$ cat config.mk
export PLATFORM = sky130hd
export DESIGN_NAME = button_click_classifier
export DESIGN_NICKNAME = d
export VERILOG_FILES = /design/src/hdl/bcc_pkg.sv /design/src/hdl/bcc_core.sv /design/src/hdl/button_click_classifier.sv
export SDC_FILE = /design/constraint.sdc
export NUM_CORES = 1
export LEC_CHECK = 0
export ABC_AREA = 1
export BUFFER_PORTS_ARGS = -buffer_cell sky130_fd_sc_hd__buf_2
export CORE_MARGIN = 3
export CORE_UTILIZATION = 55
export CTS_CLUSTER_SIZE = 14
export DETAILED_ROUTE_END_ITERATION = 7
export GPL_TIMING_DRIVEN = 1
export HOLD_SLACK_MARGIN = 0.06
export PLACE_DENSITY_LB_ADDON = 0.05
export SLEW_MARGIN = 40
export SYNTH_ARGS = -nofsm -noshare
export SYNTH_HDL_FRONTEND = slang
export SYNTH_SLANG_ARGS = --single-unit
$ cat constraint.sdc
create_clock -name clk -period 4.19 [get_ports clk]
set_clock_uncertainty 0.15 [all_clocks]
set_input_delay 0.419 -clock clk [delete_from_list [all_inputs] [get_ports clk]]
set_output_delay 0.419 -clock clk [all_outputs]
set_load 0.03 [all_outputs]
$ cat src/hdl/bcc_pkg.sv
// ---------------------------------------------------------------------------
// bcc_pkg
// Shared constants and types for the button click classifier.
// ---------------------------------------------------------------------------
`timescale 1ns / 1ps

package bcc_pkg;

    localparam int TIME_BITS_DEF = 32;
    localparam int CFG_W         = 16;
    localparam int CFG_IDX_W     = 2;
    localparam int IN_DATA_W     = 8;
    localparam int OUT_DATA_W    = 8;

    typedef enum logic [CFG_IDX_W-1:0] {
        REG_DEBOUNCE     = 2'd0,
        REG_LONG_PRESS   = 2'd1,
        REG_DOUBLE_CLICK = 2'd2
    } cfg_reg_t;

    localparam logic [CFG_W-1:0] DEBOUNCE_RST     = 16'd50;
    localparam logic [CFG_W-1:0] LONG_PRESS_RST   = 16'd1000;
    localparam logic [CFG_W-1:0] DOUBLE_CLICK_RST = 16'd300;

    // Packed highest bit first: pressed in bit 0
    typedef struct packed {
        logic clicked;
        logic double_clicked;
        logic long_pressed;
        logic released;
        logic pressed;
    } bcc_events_t;

    typedef struct packed {
        logic [CFG_W-1:0] debounce_ticks;
        logic [CFG_W-1:0] long_press_ticks;
        logic [CFG_W-1:0] double_click_ticks;
    } bcc_cfg_t;

endpackage

$ cat src/hdl/bcc_core.sv
// ---------------------------------------------------------------------------
// bcc_core
// Tick counter, debounce and click state; derives the events of one tick.
// ---------------------------------------------------------------------------
`timescale 1ns / 1ps

module bcc_core
    import bcc_pkg::*;
#(
    parameter int TIME_BITS = TIME_BITS_DEF
)
(
    input  logic        clk,
    input  logic        rst_n,
    input  logic        step,
    input  logic        pin_level,
    input  bcc_cfg_t    cfg,
    output bcc_events_t events
);

    logic [TIME_BITS-1:0] tick_reg,         tick_next;
    logic [TIME_BITS-1:0] last_change_reg,  last_change_next;
    logic [TIME_BITS-1:0] press_start_reg,  press_start_next;
    logic [TIME_BITS-1:0] first_rel_reg,    first_rel_next;
    logic                 prev_level_reg,   prev_level_next;
    logic                 pending_reg,      pending_next;

    logic [TIME_BITS-1:0] since_change;
    logic [TIME_BITS-1:0] held_for;
    logic [TIME_BITS-1:0] since_first;
    logic                 change_ok;
    logic                 press_ev;
    logic                 release_ev;
    logic                 is_long;
    logic                 short_rel;
    logic                 in_window;
    logic                 dbl_ev;
    logic                 late_ev;
    logic                 timeout_ev;

    // Differences wrap naturally at TIME_BITS
    assign since_change = tick_reg - last_change_reg;
    assign held_for     = tick_reg - press_start_reg;
    assign since_first  = tick_reg - first_rel_reg;

    assign change_ok  = (pin_level != prev_level_reg)
                        && (since_change >= TIME_BITS'(cfg.debounce_ticks));
    assign press_ev   = change_ok && !pin_level;
    assign release_ev = change_ok && pin_level;
    assign is_long    = held_for >= TIME_BITS'(cfg.long_press_ticks);
    assign short_rel  = release_ev && !is_long;
    assign in_window  = since_first <= TIME_BITS'(cfg.double_click_ticks);
    assign dbl_ev     = short_rel && pending_reg && in_window;
    assign late_ev    = short_rel && pending_reg && !in_window;
    // A short release always leaves a fresh or cleared window, so no expiry then
    assign timeout_ev = !short_rel && pending_reg && !in_window;

    always_comb
    begin
        events.pressed        = press_ev;
        events.released       = release_ev;
        events.long_pressed   = release_ev && is_long;
        events.double_clicked = dbl_ev;
        events.clicked        = late_ev || timeout_ev;
    end

    always_comb
    begin
        tick_next        = tick_reg;
        last_change_next = last_change_reg;
        press_start_next = press_start_reg;
        first_rel_next   = first_rel_reg;
        prev_level_next  = prev_level_reg;
        pending_next     = pending_reg;
        if (step)
        begin
            tick_next       = tick_reg + TIME_BITS'(1);
            prev_level_next = pin_level;
            if (change_ok)
            begin
                last_change_next = tick_reg;
            end
            if (press_ev)
            begin
                press_start_next = tick_reg;
            end
            if (short_rel)
            begin
                pending_next = !dbl_ev;
                if (!dbl_ev)
                begin
                    first_rel_next = tick_reg;
                end
            end
            else if (timeout_ev)
            begin
                pending_next = 1'b0;
            end
        end
    end

    always_ff @(posedge clk or negedge rst_n)
    begin
        if (!rst_n)
        begin
            tick_reg        <= '0;
            last_change_reg <= '0;
            press_start_reg <= '0;
            first_rel_reg   <= '0;
            prev_level_reg  <= 1'b1;
            pending_reg     <= 1'b0;
        end
        else
        begin
            tick_reg        <= tick_next;
            last_change_reg <= last_change_next;
            press_start_reg <= press_start_next;
            first_rel_reg   <= first_rel_next;
            prev_level_reg  <= prev_level_next;
            pending_reg     <= pending_next;
        end
    end

`ifndef SYNTHESIS
    a_dbl_clears_pending: assert property (@(posedge clk) disable iff (!rst_n)
        step && dbl_ev |=> !pending_reg)
        else $error("double click left a click pending");

    a_short_rel_opens: assert property (@(posedge clk) disable iff (!rst_n)
        step && short_rel && !dbl_ev |=> pending_reg && (first_rel_reg == $past(tick_reg)))
        else $error("short release did not open a window");

    a_click_needs_pending: assert property (@(posedge clk) disable iff (!rst_n)
        events.clicked || events.double_clicked |-> pending_reg)
        else $error("click reported with nothing pending");
`endif

endmodule

$ cat src/hdl/button_click_classifier.sv
// ---------------------------------------------------------------------------
// button_click_classifier
// Debounces an active-low button sample stream and reports click events.
// ---------------------------------------------------------------------------
// Each input transfer is one time tick carrying the sampled pin level (0 =
// pressed); each tick yields exactly one result transfer with the flags
// pressed, released, long_pressed, double_clicked and clicked. The block takes
// one tick per clock cycle unless the output stalls; its result reaches the
// output register in the next cycle, and a new tick is taken even while that
// result waits, as long as it is taken in the same cycle. The cycle time is
// set by the TIME_BITS-wide subtract-and-compare of the elapsed-time checks.
// Write the thresholds through the configuration channel only while idle.
`timescale 1ns / 1ps

module button_click_classifier
    import bcc_pkg::*;
#(
    parameter int TIME_BITS = TIME_BITS_DEF
)
(
    input  logic                  clk,
    input  logic                  rst_n,
    input  logic                  s_axis_tvalid,
    output logic                  s_axis_tready,
    input  logic [IN_DATA_W-1:0]  s_axis_tdata,   // [0] pin_level
    output logic                  m_axis_tvalid,
    input  logic                  m_axis_tready,
    output logic [OUT_DATA_W-1:0] m_axis_tdata,   // [0] pressed, [1] released,
                                                  // [2] long_pressed,
                                                  // [3] double_clicked, [4] clicked
    input  logic                  cfg_valid,
    output logic                  cfg_ready,
    input  logic [CFG_IDX_W-1:0]  cfg_index,
    input  logic [CFG_W-1:0]      cfg_data
);

    bcc_cfg_t    cfg_reg;
    bcc_events_t events;
    bcc_events_t out_data_reg;
    logic        out_valid_reg, out_valid_next;
    logic        in_xfer;

    assign cfg_ready     = 1'b1;
    assign s_axis_tready = !out_valid_reg || m_axis_tready;
    assign in_xfer       = s_axis_tvalid && s_axis_tready;

    always_ff @(posedge clk or negedge rst_n)
    begin
        if (!rst_n)
        begin
            cfg_reg.debounce_ticks     <= DEBOUNCE_RST;
            cfg_reg.long_press_ticks   <= LONG_PRESS_RST;
            cfg_reg.double_click_ticks <= DOUBLE_CLICK_RST;
        end
        else if (cfg_valid)
        begin
            case (cfg_index)
                REG_DEBOUNCE:     cfg_reg.debounce_ticks     <= cfg_data;
                REG_LONG_PRESS:   cfg_reg.long_press_ticks   <= cfg_data;
                REG_DOUBLE_CLICK: cfg_reg.double_click_ticks <= cfg_data;
                default:          ; // drop writes to unused indices
            endcase
        end
    end

    bcc_core #(
        .TIME_BITS (TIME_BITS)
    ) u_core (
        .clk       (clk),
        .rst_n     (rst_n),
        .step      (in_xfer),
        .pin_level (s_axis_tdata[0]),
        .cfg       (cfg_reg),
        .events    (events)
    );

    always_comb
    begin
        out_valid_next = out_valid_reg;
        if (in_xfer)
        begin
            out_valid_next = 1'b1;
        end
        else if (m_axis_tready)
        begin
            out_valid_next = 1'b0;
        end
    end

    always_ff @(posedge clk or negedge rst_n)
    begin
        if (!rst_n)
        begin
            out_valid_reg <= 1'b0;
        end
        else
        begin
            out_valid_reg <= out_valid_next;
        end
    end

    // Hold the result until the downstream transfer
    always_ff @(posedge clk)
    begin
        if (in_xfer)
        begin
            out_data_reg <= events;
        end
    end

    assign m_axis_tvalid = out_valid_reg;
    assign m_axis_tdata  = OUT_DATA_W'(out_data_reg);

`ifndef SYNTHESIS
    a_press_release_excl: assert property (@(posedge clk) disable iff (!rst_n)
        m_axis_tvalid |-> !(out_data_reg.pressed && out_data_reg.released))
        else $error("press and release in one tick");

    a_release_kinds: assert property (@(posedge clk) disable iff (!rst_n)
        m_axis_tvalid && (out_data_reg.long_pressed || out_data_reg.double_clicked)
        |-> out_data_reg.released)
        else $error("long press or double click without release");

    a_long_dbl_excl: assert property (@(posedge clk) disable iff (!rst_n)
        m_axis_tvalid |-> !(out_data_reg.long_pressed && out_data_reg.double_clicked))
        else $error("long press and double click together");
`endif

endmodule
== After elaboration in Yosys (flattened, before gate mapping) ==
Index checks and enable logic that the tools add are counted.

* Bits in registers: 184
* Word-level logic and storage cells: 59

* $add $sub $neg: 4
* $lt $le $gt $ge: 3
* Eq/ne operators: 3
* Muxes and demuxes: 4
* Bitwise gates (word level): 1
* Reduce and logical (&&, ||, !) cells: 29

{| class="wikitable"
|+ Operators by type and width
! operator !! number
|-
| subtractor 32 bit || 3
|-
| greater-or-equal comparator 32 x 16 -> 1 bit || 2
|-
| adder 32 x 1 -> 32 bit, second input constant || 1
|-
| less-or-equal comparator 32 x 16 -> 1 bit || 1
|-
| AND reduction 2 bit || 6
|-
| logical AND 1 bit || 11
|-
| logical NOT 1 bit || 6
|-
| two-way mux 1 bit || 4
|-
| nonzero test 2 bit || 2
|-
| AND reduction 3 bit || 1
|-
| == test 2 x 1 -> 1 bit, second input constant || 1
|-
| == test 2 bit, second input constant || 1
|-
| logical NOT 2 bit || 1
|-
| logical OR 1 bit || 2
|-
| != test 1 bit || 1
|-
| inverter 1 bit || 1
|}

== Longest topological paths before layout ==
Gate-level depths: netlist of run 1.

* Word-level depth: 10
* Depth in mapped cells: 28
* Depth with buffers taken out: 27

== Hierarchy ==
A second synthesis of run 1 with hierarchy kept.

* Cells, all modules: 2533
* Area total of the unflattened synthesis: 16534.6 µm²

{| class="wikitable"
|+ By module, submodules not included
! module !! times used !! cells each !! area each (µm²)
|-
| bcc_core || 1 || 2302 || 14241.2
|-
| button_click_classifier || 1 || 231 || 2293.4
|}

== Least setup slack after synthesis of run 1 ==
OpenSTA, ideal clock, no wires.

* Kind: flip-flop to flip-flop
* Start point: register u_core.tick_reg[0]
* End point: register out_data_reg, in the netlist m_axis_tdata[3], data pin
* Library setup time: 0.157 ns
* Data arrival time: 3.319 ns
* Path slack: 0.564 ns
* Cell stages (with the launch flop): 26
* Path buffers: 1
* Period minus slack after synthesis: 3.626 ns
* Cell sequence: dfrtp_1 > inv_1 > ha_1 > inv_1 > fa_1 > nand3_1 > nand3_2 > nand2_1 > nand2_1 > nand3_1 > nand2_1 > xor2_1 > ha_1 > nand2_1 > inv_1 > nand3_1 > nor3_1 > nand3_1 > nand2_1 > nand3_1 > nor2_1 > nand4_1 > nor2_2 > nand3_2 > buf_2 > nor3_1

{| class="wikitable"
|+ RTL lines
! what !! RTL line !! text
|-
| start, declared || bcc_core.sv:21 || <nowiki>logic [TIME_BITS-1:0] tick_reg, tick_next;</nowiki>
|-
| start signal, assigned || bcc_core.sv:115 || <nowiki>tick_reg <= tick_next;</nowiki>
|-
| end signal, assigned || button_click_classifier.sv:107 || <nowiki>out_data_reg <= events;</nowiki>
|-
| end, declared || button_click_classifier.sv:39 || <nowiki>bcc_events_t out_data_reg;</nowiki>
|}

== Final worst setup path of run 1 ==
* Start point: register u_core.tick_reg[0]
* End point: register u_core.first_rel_reg[0]

* Cells in the longest elaborated chain, start to end: 9

{| class="wikitable"
|+ RTL lines
! what !! RTL line !! text
|-
| subtractor 32 bit || bcc_core.sv:42 || <nowiki>assign since_change = tick_reg - last_change_reg;</nowiki>
|-
| greater-or-equal comparator 32 x 16 -> 1 bit || bcc_core.sv:47 || <nowiki>&& (since_change >= TIME_BITS'(cfg.debounce_ticks));</nowiki>
|-
| logical AND 1 bit || bcc_core.sv:47 ||
|-
| logical AND 1 bit || bcc_core.sv:49 || <nowiki>assign release_ev = change_ok && pin_level;</nowiki>
|-
| logical AND 1 bit || bcc_core.sv:51 || <nowiki>assign short_rel = release_ev && !is_long;</nowiki>
|-
| logical AND 1 bit (2 in a row) || bcc_core.sv:53 || <nowiki>assign dbl_ev = short_rel && pending_reg && in_window;</nowiki>
|-
| inverter 1 bit (no source line) || -- ||
|-
| AND reduction 3 bit (no source line) || -- ||
|-
| end signal, assigned || bcc_core.sv:118 || <nowiki>first_rel_reg <= first_rel_next;</nowiki>
|-
| end, declared || bcc_core.sv:24 || <nowiki>logic [TIME_BITS-1:0] first_rel_reg, first_rel_next;</nowiki>
|}

Parallel ways exist; a longest one is shown, timed or not.
A chain may end at the register's enable or synchronous reset.

==> summary.txt, run 1 <==
Yosys
  • Yosys reg bits: 184
  • Area contributors post-synth: dfrtp_1 26%, nand2_1 22%, inv_1 12%
  • Cell Area, Synth: 0.0161 mm²
  • Distinct cells, synth: 50
  • Synth warnings: 0
  • Post-synthesis sequential area ratio: 0.289
  • Top cell type by total area after synthesis: dfrtp_1
  • Mean Syn Cell Area: 6.38 µm²
  • Syn Inst Count: 2,522
  • Top cell type's share of synthesized area: 0.257

Flow run
  • Max Cap Viol: 0

Timing
  • Worst-Margin Slew: 767 ps
  • Fmax: 245 MHz
  • Period utilisation layout: 0.972
  • Worst Hold Slack: 104 ps
  • Slew HR: 0.488
  • Post-layout min period: 4070 ps
  • Fin. max-slew vios: 0
  • Final hold viol count: 0
  • Final setup violation count: 0
  • RSZ-0062 raised after global routing: yes

Critical path
  • Worst path bufs/invs: 4
  • CP cell instances: inv_2 -> ha_4 -> inv_2 -> fa_2 -> nand3_2 -> nand3_2 -> buf_4 -> nand2_1 -> nand3_1 -> xor2_1 -> ha_1 -> nand3_2 -> nor3_2 -> nand3_1 -> nand2_2 -> nand3_2 -> nor2_2 -> nand4_1 -> nor2_2 -> nand3_4 -> nand3_4 -> clkbuf_16 -> nand2_1 -> nand2_1
  • Most Frequent Cell on Critical Path: nand3_2
  • Crit Path Category: reg -> reg
  • CP startpoint kind: flop
  • Reg2reg path depth: 24
  • Worst Path Max Fanout: 8
  • Reg-to-reg slack, setup: 120 ps
  • WP data arrival: 4300 ps
  • Reg-to-Reg Start: u_core.tick_reg[0]$_DFFE_PN0P_
  • Worst R2R End: u_core.first_rel_reg[0]$_DFFE_PN0P_
  • Crit. End Element: flop
  • Worst EP required: 4420 ps
  • Largest delay share family, worst path: simple AND/OR/NAND/NOR gates
  • Critical-path top delay cell: dfrtp_1
  • Crit path largest cell delay: 390 ps

Global route
  • Initial antenna violation count: 0
  • GRT overflow: 0
  • Number of global-route vias before repair: 14.7k
  • First-pass GRT wire length: 72.3 mm
  • Global-route usage over all layers: 0.290
  • Largest net degree at the start of global routing: 93

Drt
  • Wire length per cell: 15.9 µm
  • Vias: 15.7k
  • Initial drt markers: 1,172
  • Routed vias/inst: 5.22
  • First-pass detailed-route iteration total: 5
  • Antenna viol nets, final: 0
  • Routed wire length: 48.0 mm
  • Drc violations: 0

Worst hold path
  • Min-Delay Path Class: in -> reg
  • Worst Hold End: m_axis_tvalid$_DFFE_PN0P_
  • Hold path start: m_axis_tready
  • Hold Path Cell Cnt: 4

Place
  • Dpl hpwl: 36.3 mm
  • Placed cell area: 0.0170 mm²
  • Port Buffer Count: 30
  • GP Congestion: 0.958

Pwr
  • NetSw: 5.02 mW
  • PwrDens: 562 mW/mm²
  • Clock share of power: 0.162
  • Sequential Power Share: 0.213
  • Logic pwr share: 0.625
  • Sw Ratio: 0.473
  • VDD IR max: 0.502 mV
  • Static Leak: 10.5 nW
  • Internal: 5.60 mW

Finish
  • Fin area: 0.0189 mm²
  • Syn-to-layout area delta: 17.4%
  • Fill cells: 2,584
  • Share of cells above drive strength 1: 0.140
  • Ant. Diodes: 0
  • Max FFs per register: 48
  • Final layout net count: 2,797
  • Area of the multi-input gates: 0.0101 mm²
  • Reg area: 0.00466 mm²

Floorplanning
  • IO Pins: 42
  • Row count: 61
  • Die area: 0.0314 mm²
  • Die width: 177 µm
  • Die Y-Extent: 177 µm
  • Core area: 0.0283 mm²
  • Initial core utilization: 0.568

Clock network
  • CTS sink cnt: 184
  • Clk Latency, worst-skew pair: 450 ps
  • Root buffer cell: clkbuf_16
  • CTS tree: built
  • Clock transition at path regs: 80 ps
  • H-tree Lvls: 4
  • Max Root-Sink Buffers: 2
  • CTS Buf Count: 17

Outcome
  • Run status: completed
worst max path at each step:
stage | end | depth (start not counted) | from | slack (ps)
2_1_floorplan | m_axis_tdata[3]$_DFFE_PP_ | 25 | u_core.tick_reg[0]$_DFFE_PN0P_ | 560
3_3_place_gp | u_core.press_start_reg[31]$_DFFE_PN0P_ | 28 | u_core.tick_reg[0]$_DFFE_PN0P_ | 30
3_5_place_dp | u_core.press_start_reg[7]$_DFFE_PN0P_ | 28 | u_core.tick_reg[0]$_DFFE_PN0P_ | 20
4_1_cts | u_core.press_start_reg[19]$_DFFE_PN0P_ | 28 | u_core.tick_reg[0]$_DFFE_PN0P_ | 10
5_1_grt | u_core.first_rel_reg[2]$_DFFE_PN0P_ | 28 | u_core.tick_reg[0]$_DFFE_PN0P_ | -80
6_report | u_core.first_rel_reg[0]$_DFFE_PN0P_ | 24 | u_core.tick_reg[0]$_DFFE_PN0P_ | 120
worst register-to-register path, delay by kind of cell, from the launching register on:
family                     cells  cell delay [ps]
xor gates and xnor gates       1              190
adders and majority gates      3              840
DFF                            1              390
and+or+nand+nor               16             1920
buffers and inverters          4              540
cells in the final DEF (no fill, tap or decap), types with 12 or more instances in the layout:
cell	instances
a21oi_1	82
nand3_2	13
nand2_1	884
nand4_1	46
nor2_1	157
clkbuf_16	23
dfstp_2	14
o21ai_0	92
nand3_1	103
nor2_2	19
ha_1	103
nor3_1	19
buf_2	29
nand2_2	51
buf_12	12
dfrtp_1	155
xor2_1	66
inv_1	503
inv_2	15
ha_4	33
buf_4	65
timing repair:
item                                   in CTS  in global routing
setup buffers                               0                 27
pin swaps                                   0                 37
cloned                                      0                  8
endpoints found under the hold margin      84                  0
resized for setup                           1                188
hold buffers                                1                  0
setup endpoints to repair                  35                 99
through the flow:
stage          setup TNS [ps]  setup WS [ps]  std cells  utilization  total power, mW
2_1_floorplan               0            564       2524            -             6.35
3_3_place_gp                0           32.8       2944        0.600             7.83
3_5_place_dp                0           19.1       2944        0.600             7.99
4_1_cts                     0           12.7       2977        0.622             9.75
5_1_grt                 -2960          -84.1       3012        0.668             11.6
6_report                    0            117       3012        0.668             10.6
per-layer routing:
layer  share of wire  up-vias  GRT usage
li1                -     7898          -
met1            0.45     7358      0.396
met2            0.49      380      0.491
met3           0.036       94     0.0257
met4           0.031        0     0.0871
met5               0        -          0
cells by family after synthesis:
kind of cell,count (synthesis),synth area share
AND/OR/NAND/NOR,1346,0.349
buffers and inverters,562,0.137
AO/OA/AOI/OAI,203,0.0674
flip-flops,184,0.289
adder cells (fa/ha/maj),145,0.114
XOR/XNOR,80,0.0435
other,2,0.000467
synth_stat cells (all sizes together):
| master | instances |
|---|---|
| nand2 | 943 |
| inv | 519 |
| nor2 | 184 |
| dfrtp | 165 |
| ha | 142 |
| nand3 | 120 |
| o21ai | 93 |
| a21oi | 91 |
| xor2 | 76 |
| nand4 | 46 |
| nor3 | 26 |
| buf | 23 |
| clkbuf | 19 |
| dfstp | 14 |
| nand3b | 10 |
| o21bai | 10 |
| and2 | 6 |
| and3 | 6 |
| edfxtp | 5 |
| xnor2 | 4 |
| a211oi | 3 |
| fa | 3 |
| nor4 | 3 |
| a21boi | 2 |
| conb | 2 |
| a21o | 1 |
| clkinv | 1 |
| o211ai | 1 |
| o21a | 1 |
| o311ai | 1 |
| or2 | 1 |
| or4 | 1 |
layout make-up:
cell class | count | share of cell area
inverter | 520 | 0.104
sequential | 184 | 0.247
clock buffer | 17 | 0.0225
clock inverter | 15 | 0.00973
multi-input combinational | 1778 | 0.534
tap | 378 | 0.0250
timing repair buffer | 120 | 0.0590
power by group through the flow:
stage	sequential, mW	clock, mW	combinational, mW
2_1_floorplan	2.26	0	4.10
3_3_place_gp	2.26	0	5.57
3_5_place_dp	2.27	0	5.72
4_1_cts	2.24	1.75	5.77
5_1_grt	2.29	1.82	7.50
6_report	2.26	1.72	6.64
No activity file was read; power rests on OpenSTA's default activity.
==> run 2, diff against run 1 <==
--- a/config.mk
+++ b/config.mk
@@ -6,11 +6,11 @@
 export NUM_CORES = 1
 export LEC_CHECK = 0
 export ABC_AREA = 1
-export BUFFER_PORTS_ARGS = -buffer_cell sky130_fd_sc_hd__buf_2
 export CORE_MARGIN = 3
 export CORE_UTILIZATION = 55
 export CTS_CLUSTER_SIZE = 14
 export DETAILED_ROUTE_END_ITERATION = 7
+export DONT_BUFFER_PORTS = 1
 export GPL_TIMING_DRIVEN = 1
 export HOLD_SLACK_MARGIN = 0.06
 export PLACE_DENSITY_LB_ADDON = 0.05
==> run 2 against run 1 <==
The flow now finishes with violations (negative hold slack). Non-clock buffer count up 2. Via count up 0.23%. Clock power hardly changed. Worst hold slack got worse by 600 ps. Combinational power shrank 3.2%. Maximum frequency is 0.77% lower. Final cell count is essentially flat. Routed wire length shrank 0.97%. Critical path depth is 2 lower. Critical path type unchanged. Largest cell class unchanged. Highest routed layer unchanged.
==> summary.txt, run 2 (same netlist as run 1, synthesis figures left out) <==
Critical path
  • Most Frequent Cell on Critical Path: nand2_1
  • CP startpoint kind: flop
  • Crit Path Category: reg -> reg
  • Worst Path Max Fanout: 8
  • Crit. End Element: flop
  • Worst EP required: 4380 ps
  • Crit path largest cell delay: 500 ps
  • CP cell instances: ha_2 -> nand2_1 -> nor2_1 -> nand2_1 -> nand2_1 -> nand2_1 -> nand2_1 -> xor2_2 -> ha_1 -> nand2_1 -> nor2_1 -> a211oi_2 -> nand3_1 -> nor2_1 -> nand3_1 -> nor2_1 -> nand2_2 -> buf_6 -> o211ai_4 -> clkbuf_16 -> nand2_1 -> o21ai_0
  • Critical-path top delay cell: dfrtp_2
  • WP data arrival: 4300 ps

Flow run
  • Max Cap Viol: 0

Finish
  • Most frequent cells in the layout: 890 x nand2_1, 513 x inv_1, 161 x nor2_1
  • Final layout net count: 2,799
  • Syn-to-layout area delta: 16.4%
  • Most common cell after layout, fill and taps aside: nand2_1
  • Max FFs per register: 48
  • Fin area: 0.0187 mm²
  • Ant. Diodes: 0
  • Fill cells: 2,596
  • Share of cells above drive strength 1: 0.124
  • Non-filler instance count after layout: 3,014

Floorplanning
  • Core area: 0.0283 mm²
  • Die area: 0.0314 mm²
  • IO Pins: 42
  • Die width: 177 µm
  • Die Y-Extent: 177 µm
  • Initial core utilization: 0.568
  • Row count: 61

Timing
  • Fin. max-slew vios: 0
  • Worst-Margin Slew: 632 ps
  • Worst Hold Slack: -496 ps
  • Final hold viol count: 179
  • Fmax: 244 MHz
  • Slew HR: 0.577
  • Period utilisation layout: 0.980
  • Final setup violation count: 0
  • Post-route setup slack: 85.0 ps
  • Post-layout min period: 4100 ps
  • RSZ-0062 raised after global routing: yes

Place
  • Pre-CTS setup slack: -87.7 ps
  • GP Congestion: 0.940
  • Cells after DPL: 2,954
  • Dpl hpwl: 36.2 mm
  • Placed cell area: 0.0171 mm²
  • Port Buffer Count: 0

Global route
  • Number of global-route vias before repair: 14.9k
  • Global-route usage over all layers: 0.289
  • First-pass GRT wire length: 72.4 mm
  • GRT overflow: 0
  • Initial antenna violation count: 0
  • Largest net degree at the start of global routing: 180

Clock network
  • CTS Buf Count: 17
  • CTS tree: built
  • Clk Latency, worst-skew pair: 450 ps
  • # hold bufs at CTS: 3
  • Root buffer cell: clkbuf_16
  • Max Root-Sink Buffers: 2
  • Clock transition at path regs: 90 ps
  • CTS sink cnt: 184
  • H-tree Lvls: 4

Drt
  • Routed wire length: 47.5 mm
  • First-pass detailed-route iteration total: 7
  • Initial drt markers: 1,112
  • Vias: 15.8k
  • Routed vias/inst: 5.23
  • Drc violations: 0
  • Wire length per cell: 15.8 µm
  • Antenna viol nets, final: 0

Pwr
  • VDD IR max: 0.606 mV
  • Tot Pwr: 10.4 mW
  • Static Leak: 10.5 nW
  • PwrDens: 556 mW/mm²

Worst hold path
  • Min-Delay Path Class: in -> async

Outcome
  • Run status: finished with violations
  • Failing checks: negative hold slack
-- run 2: routing by layer --
layer	vias up	GRT usage	routed length, µm
met5	-	0	0
met4	0	0.0884	1460
met3	88	0.0285	2190
met2	405	0.494	22900
met1	7384	0.387	20900
li1	7889	-	-
-- run 2: timing repair --
| item | CTS | global route |
|---|---|---|
| gates resized for setup | 4 | 130 |
| endpoints found under the hold margin | 185 | 179 |
| setup buffers | 0 | 15 |
| pin swaps | 0 | 33 |
| gates cloned | 0 | 10 |
| setup endpoints to repair | 33 | 101 |
-- run 2: through the flow --
| step | setup TNS (ps) | util |
|---|---|---|
| 6_report | 0 | 0.662 |
| 2_1_floorplan | 0 | - |
| 3_5_place_dp | -2410 | 0.605 |
| 5_1_grt | -6740 | 0.662 |
| 3_3_place_gp | -2340 | 0.604 |
| 4_1_cts | 0 | 0.629 |
-- run 2: worst max-delay path, delay by kind of cell (launching register included) --
family	cells	cell delay, ps
and+or+nand+nor	14	1380
adders and majority gates	2	710
DFF	1	500
buffers and inverters	2	450
AOI/OAI and AO/OA	3	600
xor gates and xnor gates	1	190
-- run 2: layout make-up --
| class | count | area (µm²) | area share |
|---|---|---|---|
| multi-input cells | 1778 | 9850 | 0.526 |
| flip-flops and latches | 184 | 4660 | 0.249 |
| inverters | 520 | 1960 | 0.104 |
| clock buffers | 19 | 443 | 0.0236 |
| well taps | 378 | 473 | 0.0252 |
| repair buffers | 122 | 1160 | 0.0620 |
| clock inverters | 13 | 183 | 0.00975 |
-- run 2: path summary, 6_finish.rpt --
kind	start	endpoint	slack, ps	cells after the start
max	u_core.tick_reg[3]$_DFFE_PN0P_	u_core.last_change_reg[8]$_DFFE_PN0P_	90	22
min	rst_n	cfg_reg[35]$_DFFE_PN0P_	-500	0
max reg2reg	u_core.tick_reg[3]$_DFFE_PN0P_	u_core.last_change_reg[8]$_DFFE_PN0P_	90	22
min reg2reg	u_core.first_rel_reg[21]$_DFFE_PN0P_	u_core.first_rel_reg[21]$_DFFE_PN0P_	320	2
max in group asynchronous	rst_n	u_core.first_rel_reg[20]$_DFFE_PN0P_	4020	0
min in group clk	cfg_data[0]	cfg_reg[32]$_DFFE_PN0P_	100	2
-- run 2: power by group --
part | total (mW) | internal (mW) | leakage [nW] | switching (mW)
Combinational | 6.43 | 2.59 | 7.96 | 3.85
Clock | 1.69 | 0.878 | 0.301 | 0.812
Sequential | 2.29 | 2.07 | 2.24 | 0.215
